**config.mk**
```make
export PLATFORM = sky130hd
export DESIGN_NAME = ppap_ctrl
export DESIGN_NICKNAME = d
export VERILOG_FILES = /design/src/design/ppap_pkg.sv /design/src/design/ppap_ctrl.sv
export SDC_FILE = /design/constraint.sdc
export NUM_CORES = 1
export LEC_CHECK = 0
export BUFFER_PORTS_ARGS = -buffer_cell sky130_fd_sc_hd__buf_2
export CAP_MARGIN = 20
export CELL_PAD_IN_SITES_DETAIL_PLACEMENT = 1
export CELL_PAD_IN_SITES_GLOBAL_PLACEMENT = 1
export CORE_UTILIZATION = 31
export CTS_CLUSTER_DIAMETER = 30
export DETAILED_ROUTE_END_ITERATION = 10
export GPL_ROUTABILITY_DRIVEN = 1
export MAX_ROUTING_LAYER = met4
export PLACE_DENSITY_LB_ADDON = 0.1
export RECOVER_POWER = 50
export SLEW_MARGIN = 20
export SYNTH_ARGS = -nofsm -noshare
export SYNTH_HDL_FRONTEND = slang
export SYNTH_SLANG_ARGS = --single-unit
```
**constraint.sdc**
```tcl
create_clock -name clk -period 2 [get_ports clk]
set_input_delay 0.3 -clock clk [delete_from_list [all_inputs] [get_ports clk]]
set_output_delay 0.3 -clock clk [all_outputs]
set_load 0.01 [all_outputs]
```
**src/design/ppap_pkg.sv**
```systemverilog
// ----------------------------------------------------------------------------
// ppap_pkg
// Types and codes shared by the polygon point/area/projection block.
// ----------------------------------------------------------------------------
package ppap_pkg;

	localparam int OP_BITS     = 3;
	localparam int AREA_BITS   = 39;
	localparam int PROJ_BITS   = 33;
	localparam int STATUS_BITS = 2;

	typedef enum logic [OP_BITS-1:0] {
		OP_PUSH  = 3'd0,
		OP_CLEAR = 3'd1,
		OP_POINT = 3'd2,
		OP_AREA  = 3'd3,
		OP_PROJ  = 3'd4
	} op_t;

	typedef enum logic [STATUS_BITS-1:0] {
		ST_OK    = 2'd0,
		ST_EMPTY = 2'd1,
		ST_FULL  = 2'd2
	} status_t;

	// controller to datapath
	typedef struct packed {
		logic capture;   // latch input word
		logic push;      // write vertex at count
		logic clear;     // zero count
		logic rd;        // issue store read at walk index
		logic walk_init; // reset walk index and accumulators
		logic acc;       // fold read vertex into accumulators
		logic finish;    // form result word
	} ctl_cmd_t;

	// datapath to controller
	typedef struct packed {
		logic       empty;
		logic       full;
		logic       rd_last;
		logic [OP_BITS-1:0] op;
	} ctl_sts_t;

endpackage

```
**src/design/ppap_ctrl.sv**
```systemverilog
// ----------------------------------------------------------------------------
// ppap_ctrl
// Sequencer: accept word, walk vertex store, emit result word.
// ----------------------------------------------------------------------------
module ppap_ctrl
	import ppap_pkg::*;
(
	input  logic     clk,
	input  logic     arst_n,
	input  logic     in_valid,
	output logic     in_ready,
	output logic     out_valid,
	input  logic     out_ready,
	input  ctl_sts_t sts,
	output ctl_cmd_t cmd
);

	typedef enum logic [4:0] {
		S_IDLE = 5'b00001,
		S_DEC  = 5'b00010,
		S_WALK = 5'b00100,
		S_DRAIN = 5'b01000,
		S_OUT  = 5'b10000
	} state_t;

	state_t state_q, state_d;
	logic   acc_q;

	assign in_ready  = (state_q == S_IDLE);
	assign out_valid = (state_q == S_OUT);

	always_comb begin
		state_d = state_q;
		cmd     = '0;
		cmd.acc = acc_q;
		case (state_q)
			S_IDLE: begin
				if (in_valid) begin
					cmd.capture = 1'b1;
					state_d     = S_DEC;
				end
			end
			S_DEC: begin
				if (sts.op == OP_PUSH) begin
					cmd.push   = ~sts.full;
					cmd.finish = 1'b1;
					state_d    = S_OUT;
				end else if (sts.op == OP_CLEAR || sts.empty ||
					!(sts.op == OP_POINT || sts.op == OP_AREA || sts.op == OP_PROJ)) begin
					cmd.clear  = (sts.op == OP_CLEAR);
					cmd.finish = 1'b1;
					state_d    = S_OUT;
				end else begin
					cmd.walk_init = 1'b1;
					state_d       = S_WALK;
				end
			end
			S_WALK: begin
				cmd.rd = 1'b1;
				if (sts.rd_last) state_d = S_DRAIN;
			end
			S_DRAIN: begin
				if (!acc_q) begin
					cmd.finish = 1'b1;
					state_d    = S_OUT;
				end
			end
			S_OUT: begin
				if (out_ready) state_d = S_IDLE;
			end
			default: state_d = S_IDLE;
		endcase
	end

	always_ff @(posedge clk or negedge arst_n) begin
		if (!arst_n) begin
			state_q <= S_IDLE;
			acc_q   <= 1'b0;
		end else begin
			state_q <= state_d;
			acc_q   <= cmd.rd;
		end
	end

endmodule

```
# Word-level counts from Yosys, hierarchy flattened
# Cells that the tools add are included.
# word_totals
in_bits	10
ff_bits	6
output_inout_bits	9
# op_classes
mux	21
n_eq_ne	13
reduce_logical	7
n_bitwise	1
# ops
op	n
2-to-1 mux 5 bit	6
case mux 5 bit (5 select lines)	1
2-to-1 mux 1 bit	12
== test 3 x 2 -> 1 bit (second input constant)	2
inequality test 2 bit (second input constant)	3
== test 5 x 1 -> 1 bit (second input constant)	1
== test 5 x 2 -> 1 bit (second input constant)	1
== test 5 x 3 -> 1 bit (second input constant)	1
== test 5 x 4 -> 1 bit (second input constant)	1
== test 5 bit (second input constant)	1
logical OR 1 bit	4
AND reduction 4 bit	1
== test 3 x 1 -> 1 bit (second input constant)	1
== test 3 bit (second input constant)	1
logical NOT 3 bit	1
2-to-1 mux 2 bit	1
inequality test 2 x 1 -> 1 bit (second input constant)	1
case mux 1 bit (2 select lines)	1
logical NOT 1 bit	1
inverter 1 bit	1

# Depth between registers and ports, before layout
# Gate-level depths: netlist of run 1.
# depth
depth_word	8
depth_mapped	5
depth_no_buf	3

# Least setup slack after synthesis of run 1
# Ideal clock, no wire load.
# synth_path
kind	reg2out
startpoint	register state_q[4]
endpoint	output cmd[0] (netlist bit)
stages_incl_launch_ff	4
arrival_time_ps	1446
slack_ps	254
required_ps	1700
path_cell_list	dfrtp_1 or3_1 or4b_1 o21ai_0
# synth_lines
element	line	rtl
start, declared	ppap_ctrl.sv:26	state_t state_q, state_d;
start signal, assigned	ppap_ctrl.sv:80	state_q <= state_d;
end, declared	ppap_ctrl.sv:15	output ctl_cmd_t cmd

==> flow_summary.json, run 1 <==
{
  "status": "finished with violations",
  "violations": "setup timing",
  "ant_nets": 0,
  "die_w_um": 39.6,
  "wl_per_cell_um": 13.1,
  "finalSetupViolCount": 1,
  "nets": 80,
  "cp.arrival_ps": 1710,
  "netlist.area_leader.share_pct": 28.6,
  "postLayoutCoreUtil_pct": 45.9,
  "diodes": 0,
  "crit_fanout": 2,
  "max_freq_ghz": 0.498,
  "synth.yosys.seq_area_share_pct": 34.6,
  "rows": 13,
  "start_util_pct": 33.7,
  "worstPathRequired_ps": 1700,
  "cts_sinks": 6,
  "cts_root_buffer": "clkbuf_4",
  "ir_drop_mv": 0.381,
  "clock_latency_ps": 250,
  "cts_buffer_depth": 2,
  "maxSlewHeadroom_pct": 76.8,
  "dr.first_iter.drc_count": 1,
  "via_count": 443,
  "synth.largest_area_cell": "dfrtp_1",
  "syn_area_sq_um": 438,
  "cp_num_buf_inv": 1,
  "drc": 0,
  "cp_top_family": "simple AND/OR/NAND/NOR gates",
  "dr.pass1.iters": 2,
  "syn_nets": 58,
  "synth_cell_types": 24,
  "antenna_found_initial": 0,
  "via_per_inst": 5.27,
  "fin_skew_ps": 5.95,
  "grt_pass1_wl_um": 1610,
  "period_needed_ps": 2010,
  "place_congestion": 0.757,
  "p_leak_uw": 0.000280,
  "finalPower_uw": 523,
  "synthArstFlopShare_pct": 100,
  "synthCells": 48,
  "end_kind": "output port",
  "maxCapViolations": 0,
  "fin_ws_ps": -7.56,
  "drt_wl_total_um": 1100,
  "fin_crit_sh_pct": 100,
  "powerDensity_nw_per_um2": 877,
  "grt_max_degree": 10,
  "timing_worst_setup_path_type": "reg2out",
  "ios": 19,
  "overflow": 0,
  "ys_ff_latch": 6,
  "track_usage_pct": 16.6,
  "slowest_delay_ps": 500,
  "layout-drive-gt1-share_pct": 47.8,
  "design.die.area_sq_um": 1570,
  "synth-edff-count": 0,
  "ys.flop_type": "dfrtp_1",
  "rsz0062_at_grt": "yes",
  "hold_path.class": "in2reg",
  "areaGrowthSynthToFinish_pct": 36.3,
  "place_ws_ps": 196,
  "cts_made_buffers": 3,
  "core_area_sq_um": 1300,
  "slew_viol_final": 0,
  "synthTopCellsByArea": "dfrtp_1, nand3b_1, nor2_1, nor3b_1, dfstp_2",
  "cts-htree-levels": 1,
  "worstPathCellList": "or3_4 > or4b_4 > o21ai_2 > buf_2",
  "ys_warn_count": 0,
  "synth_most_common_cell": "nor2_1",
  "cp-start-kind": "flip-flop",
  "grt_pass1_vias": 383,
  "worst-slew-pin-transition_ps": 348,
  "synth_common_cells": "nor2_1, dfrtp_1, nand3b_1, nor3b_1, o21ai_0",
  "hold_viol": 0,
  "cts.reportedPaths.clkPinSlew_ps": 60,
  "portBuffers": 18,
  "critPathSlowestCell": "or4b_4",
  "syn_area_per_cell_sq_um": 9.12,
  "die_y_um": 39.6,
  "tns_ps": -7.56,
  "cts_tree": "done"
}
==> metrics by stage <==
step | area, sq um | instances | hold slack [ps]
finish | 597 | 84 | 345
global route | 597 | 84 | 352
CTS | 577 | 83 | 337
detailed placement | 527 | 78 | 134
global placement | 527 | 78 | 132
floorplan | 438 | 48 | 4.41
==> cell families (layout without fill, tap and decap cells) <==
| group | after synthesis | in the layout | share of synthesized area (%) |
|---|---|---|---|
| AOI/OAI and AO/OA | 9 | 9 | 14.9 |
| xor gates and xnor gates | 1 | 1 | 2.00 |
| and+or+nand+nor | 27 | 27 | 40.6 |
| buffers and inverters | 5 | 26 | 8.00 |
| DFF | 6 | 6 | 34.6 |
==> worst register-to-register path: cells and delay by family (launching register included) <==
family          cells  cell delay (ps)
compound gates      1               80
buf+inv             1              160
flops               1              370
simple gates        2              970
==> repair_timing <==
item,CTS,global route
hold endpoints to repair,5,0
hold buffers,1,0
endpoints found under the setup margin,3,3
resized for setup,4,3
pin swaps,0,0
buffers inserted,0,1
==> cell usage in the layout (no fill, tap or decap) <==
cell	instances
dlygate4sd3_1	1
o21ba_2	1
nor2b_1	1
dfstp_2	1
nand3b_1	4
o31ai_1	2
a21oi_1	1
clkbuf_4	3
nor2_2	1
nand3_4	1
xnor2_1	1
or4b_4	2
nor4b_1	2
o21ai_0	2
buf_4	3
buf_2	17
nor2_1	7
or3_1	1
o21ai_2	1
or4b_2	1
and3_1	2
o211ai_2	1
dfrtp_1	5
nor3b_1	4
or3_4	1
o21bai_1	1
clkbuf_1	2
==> metal layers <==
metal / global-route usage [%] / up-vias / wire (um)
li1: - / 217 / -
met1: 18.0 / 214 / 491
met2: 27.0 / 10 / 547
met3: 5.68 / 2 / 36
met4: 7.76 / 0 / 21
met5: - / - / 0
==> sequential cells by signal, summed over array words and instances, names as in the netlist <==
signal and count:
state_q 5, acc_q 1
==> area by class of cell <==
type / count / area [sq um]
Fill cell: 169 / 704
Multi-Input combinational cell: 37 / 279
Sequential cell: 6 / 151
Timing Repair Buffer: 22 / 121
Clock buffer: 4 / 26.3
Tap cell: 15 / 18.8
==> power by group <==
group          internal [uW]  switching (uW)  total [uW]  leakage [uW]
Sequential               146            16.5         163     0.0000790
Combinational            111             123         234      0.000186
Clock                   76.0            50.7         127     0.0000150
Total                    333             190         523      0.000280
==> final timing paths <==
kind,startpoint,endpoint,slack [ps],cells after the start
setup reg to reg,state_q[1],state_q[4],330,4
setup / recovery,state_q[4],cmd[0],-8,4
min in group asynchronous,arst_n,state_q[3],470,2
hold / removal,in_valid,state_q[1],340,3
max in group asynchronous,arst_n,state_q[0],1230,2
hold reg to reg,state_q[1],state_q[3],530,2
Power figures use the tool's default switching activity.
==> run 2, diff against run 1 <==
GPL_TIMING_DRIVEN = 0   (was default)
==> flow_summary.json, run 2 (synthesis gave the netlist of run 1 again) <==
{
  "end_kind": "output port",
  "drc": 0,
  "grt_pass1_wl_um": 1780,
  "maxSlewHeadroom_pct": 75.3,
  "powerDensity_nw_per_um2": 849,
  "clock_latency_ps": 250,
  "critPathSlowestCell": "or4b_4",
  "max_freq_ghz": 0.485,
  "grt_max_degree": 10,
  "top_regs": "state_q x5, acc_q x1",
  "cts_sinks": 6,
  "p_int_uw": 336,
  "hold_viol": 0,
  "p_leak_uw": 0.000290,
  "ant_nets": 0,
  "ir_drop_mv": 0.434,
  "grt_pass1_vias": 430,
  "layout-drive-gt1-share_pct": 54.9,
  "cts_root_buffer": "clkbuf_4",
  "p_switching_uw": 195,
  "design.die.area_sq_um": 1570,
  "cts_buffer_depth": 2,
  "drt_wl_total_um": 1140,
  "fin_ws_ps": -63.1,
  "worstPathRequired_ps": 1700,
  "track_usage_pct": 18.1,
  "dp_hpwl_um": 829,
  "fin_crit_sh_pct": 103,
  "portBuffers": 18,
  "cp-start-kind": "flip-flop",
  "areaGrowthSynthToFinish_pct": 42.9,
  "ios": 19,
  "crit_fanout": 2,
  "layout_commonest_cell": "buf_2",
  "finalPower_uw": 531,
  "worst-slew-pin-transition_ps": 370,
  "rows": 13,
  "pwr-share-comb_pct": 43.7,
  "worstPathCellList": "or3_4 > or4b_4 > o21ai_2 > buf_2",
  "wl_per_cell_um": 13.2,
  "tns_ps": -63.1,
  "die_w_um": 39.6,
  "via_per_inst": 5.30,
  "diodes": 0,
  "share_seq_of_total_power_pct": 32.2,
  "timing_worst_setup_path_type": "reg2out",
  "dr.pass1.iters": 3,
  "antenna_found_initial": 0,
  "rsz0062_at_grt": "yes",
  "slowest_delay_ps": 520,
  "cp_num_buf_inv": 1,
  "dr.first_iter.drc_count": 4,
  "finalSetupViolCount": 1,
  "cts_tree": "done",
  "cts-htree-levels": 1,
  "maxCapViolations": 0,
  "start_util_pct": 33.7,
  "die_y_um": 39.6,
  "fillers": 171,
  "swShare_pct": 36.7,
  "status": "finished with violations",
  "via_count": 456,
  "violations": "setup timing",
  "cp_top_family": "simple AND/OR/NAND/NOR gates",
  "clkPwrFrac_pct": 24.2,
  "hold_path.class": "in2reg",
  "cts.reportedPaths.clkPinSlew_ps": 50,
  "overflow": 0,
  "cts_made_buffers": 3,
  "place_congestion": 0.649,
  "slew_viol_final": 0,
  "core_area_sq_um": 1300,
  "fin_skew_ps": 5.01,
  "largest_register_ffs": 5,
  "regMostFlops": "state_q",
  "period_needed_ps": 2060,
  "layout_common_cells": "buf_2, nor2_1, nor3b_1, nand3b_1, buf_4",
  "cp.arrival_ps": 1760,
  "nets": 82
}
## run 2: worst reg2reg max path, cell delays in order (launching register included)
cell,delay [ps]
dfrtp_2,400
buf_4,160
or3_4,420
or4b_4,490
o211ai_2,80
## run 2: final timing paths
check,slack (ps),depth (start not counted),to,start
max in group asynchronous,1220,2,state_q[0],arst_n
hold reg to reg,540,2,state_q[3],state_q[4]
min in group asynchronous,470,2,acc_q,arst_n
setup / recovery,-60,4,cmd[0],state_q[4]
setup reg to reg,360,4,state_q[4],state_q[1]
hold / removal,320,3,state_q[3],sts[3]
## run 2: timing repair
action	CTS	global route
cloned	0	0
endpoints found under the hold margin	5	0
hold buffers	1	0
resized for setup	6	5
setup endpoints to repair	1	6
buffers inserted	2	0
## run 2: through the flow
stage	util, %	cell area (sq um)	instances	setup WS [ps]	hold slack, ps
6_report	48.1	626	86	-63.1	322
5_1_grt	48.1	626	86	-105	350
4_1_cts	47.2	614	88	-74.3	324
3_5_place_dp	42.0	547	81	72.5	138
3_3_place_gp	42.0	547	81	65.5	136
2_1_floorplan	-	438	48	254	4.41
## run 2: metal layers
| layer | global-route usage (%) | share of wire [%] |
|---|---|---|
| met4 | 10.3 | 1.9 |
| met5 | - | 0 |
| met1 | 20.1 | 46 |
| met3 | 5.11 | 4.1 |
| met2 | 28.7 | 47 |
## run 2: final cells by class
type | instances | area [sq um] | share of cell area, %
Multi-Input combinational cell | 37 | 287 | 45.8
Sequential cell | 6 | 154 | 24.6
Timing Repair Buffer | 21 | 114 | 18.2
Clock buffer | 4 | 26.3 | 4.20
Buffer | 3 | 26.3 | 4.20
Tap cell | 15 | 18.8 | 3.00
## run 2: power by group through the flow
stage	clock network (uW)	registers, uW	logic, uW
after detailed placement	0	182	176
after global placement	0	183	171
after CTS	130	167	223
after global routing	134	174	258
final	128	171	232
after floorplan	0	171	121
==> run 3, diff against run 2 <==
ABC_AREA = 1   (was default)
CORE_UTILIZATION = 30   (was 31)
CTS_BUF_LIST = sky130_fd_sc_hd__clkbuf_4 sky130_fd_sc_hd__clkbuf_8   (was default)
==> flow_summary.json, run 3 <==
{
  "status": "finished, final reports clean",
  "cts_root_buffer": "clkbuf_4",
  "pwr-share-comb_pct": 44.4,
  "reg2reg_to": "state_q[3]",
  "synth.largest_area_cell": "dfrtp_1",
  "ios": 19,
  "period_needed_ps": 1740,
  "hold_viol": 0,
  "postLayoutCoreUtil_pct": 46.7,
  "antenna_found_initial": 0,
  "via_count": 451,
  "reg2reg_depth": 6,
  "p_switching_uw": 242,
  "cts_sinks": 6,
  "track_usage_pct": 18.1,
  "portBuffers": 18,
  "drt_wl_total_um": 991,
  "syn_nets": 70,
  "syn_area_sq_um": 403,
  "end_kind": "output port",
  "maxCapViolations": 0,
  "rows": 12,
  "wl_per_cell_um": 10.2,
  "core_area_sq_um": 1170,
  "ys_ff_latch": 6,
  "syn_area_per_cell_sq_um": 6.71,
  "largest_register_ffs": 5,
  "powerDensity_nw_per_um2": 1060,
  "die_w_um": 38.6,
  "fin_skew_ps": 11.3,
  "overflow": 0,
  "r2r_start": "state_q[1]",
  "p_int_uw": 335,
  "synth_cell_types": 15,
  "min_path_cells": 3,
  "drc": 0,
  "synthTopCellsByArea": "dfrtp_1, nand2_1, nor2_1, inv_1, dfstp_2",
  "top_regs": "state_q x5, acc_q x1",
  "crit_fanout": 6,
  "cp.arrival_ps": 1440,
  "whs_ps": 299,
  "synth-edff-count": 0,
  "ys_warn_count": 0,
  "p_leak_uw": 0.000358,
  "diodes": 0,
  "rsz0062_at_grt": "no",
  "design.die.area_sq_um": 1490,
  "share_seq_of_total_power_pct": 30.8,
  "fillers": 165,
  "finalSetupViolCount": 0,
  "holdCritStartpoint": "in_valid",
  "min_to": "state_q[1]",
  "cts_setup_buffers": 0,
  "ant_nets": 0,
  "synth_common_cells": "nand2_1, nor2_1, inv_1, dfrtp_1",
  "place_congestion": 0.820,
  "via_per_inst": 4.65,
  "post_cts_resized": 0,
  "clock_latency_ps": 260,
  "grt_pass1_vias": 407,
  "regMostFlops": "state_q",
  "layout_common_cells": "buf_2, nor2_1, nand2_1, inv_1, dfrtp_1",
  "synthCells": 60,
  "cts.reportedPaths.clkPinSlew_ps": 40,
  "slew_viol_final": 0,
  "start_util_pct": 34.4,
  "grt_pass1_wl_um": 1720,
  "maxSlewHeadroom_pct": 74.9,
  "layout_commonest_cell": "buf_2",
  "cts_tree": "done",
  "max_freq_ghz": 0.576,
  "synth.yosys.seq_area_share_pct": 37.6,
  "timing_worst_setup_path_type": "reg2out",
  "tns_ps": 0,
  "fin_crit_sh_pct": 86.9,
  "worstPathRequired_ps": 1700,
  "cts_made_buffers": 3,
  "dp_hpwl_um": 812,
  "synthArstFlopShare_pct": 100,
  "areaGrowthSynthToFinish_pct": 35.7,
  "ctsHoldBuffers": 1,
  "dr.first_iter.drc_count": 9,
  "clkPwrFrac_pct": 24.8,
  "regToRegSetupSlack_ps": 720,
  "hold_path.class": "in2reg",
  "nets": 94,
  "grt_max_degree": 9,
  "cts-htree-levels": 1,
  "ir_drop_mv": 0.514,
  "swShare_pct": 41.9,
  "ys.flop_type": "dfrtp_1",
  "worst-slew-pin-transition_ps": 375,
  "cts_buffer_depth": 2,
  "die_y_um": 38.6,
  "cp-start-kind": "flip-flop",
  "dr.pass1.iters": 4,
  "layout-drive-gt1-share_pct": 32.5,
  "netlist.area_leader.share_pct": 31.1
}
run 3: changes by cell type after synthesis, moves of 3 or more:
cell / change
inv_1: +9
nand2_1: +13
nand3_1: +3
nand3b_1: -4
nand4_1: +4
nor2_1: +5
nor3b_1: -4
o21ai_0: -3
run 3: cell type report:
| cell class | instances | area (sq um) | area share [%] |
|---|---|---|---|
| Buffer | 2 | 15.0 | 2.75 |
| Clock buffer | 4 | 30.0 | 5.49 |
| Inverter | 11 | 41.3 | 7.55 |
| Multi-Input combinational cell | 41 | 193 | 35.2 |
| Sequential cell | 6 | 151 | 27.7 |
| Tap cell | 14 | 17.5 | 3.20 |
| Timing Repair Buffer | 19 | 98.8 | 18.1 |
run 3: per-stage QoR:
step,cell area [sq um],std cells,total power [uW],setup WS (ps)
3_5_place_dp,510,92,444,523
2_1_floorplan,403,60,364,729
5_1_grt,547,97,633,132
3_3_place_gp,510,92,441,523
4_1_cts,551,97,592,240
6_report,547,97,577,263
run 3: power by group through the flow:
stage | logic (uW) | clock network, uW | registers [uW]
final | 256 | 143 | 178
after global routing | 296 | 157 | 180
after CTS | 261 | 147 | 184
after detailed placement | 258 | 0 | 186
after global placement | 257 | 0 | 184
after floorplan | 182 | 0 | 182
run 3: how the worst max path moves through the flow:
stage                     slack (ps)  cells past startpoint  startpoint  endpoint
after global placement           520                      6  state_q[3]    cmd[0]
final                            260                      4  state_q[1]    cmd[0]
after CTS                        240                      6  state_q[3]    cmd[0]
after floorplan                  730                      3  state_q[3]    cmd[4]
after global routing             130                      6  state_q[3]    cmd[0]
after detailed placement         520                      6  state_q[3]    cmd[0]
run 3: cell families after synthesis:
| family | synth area share [%] |
|---|---|
| flip-flops | 37.6 |
| AO/OA/AOI/OAI | 4.35 |
| buffers and inverters | 14.0 |
| AND/OR/NAND/NOR | 44.1 |
run 3: worst max-delay path: stages (launching register included):
cell	delay, ps
dfrtp_1	400
nor2_1	310
nand3_1	190
o21ai_1	150
buf_2	140
run 3: routing by layer:
metal  share of wire, %  routed length [um]  global-route usage (%)  vias up
met5                  0                   0                       -        -
met4                3.1                  31                    15.5        0
met3                5.2                  52                    3.47        5
met2                 43                 427                    25.8       15
met1                 48                 480                    21.5      197
li1                   -                   -                       -      234
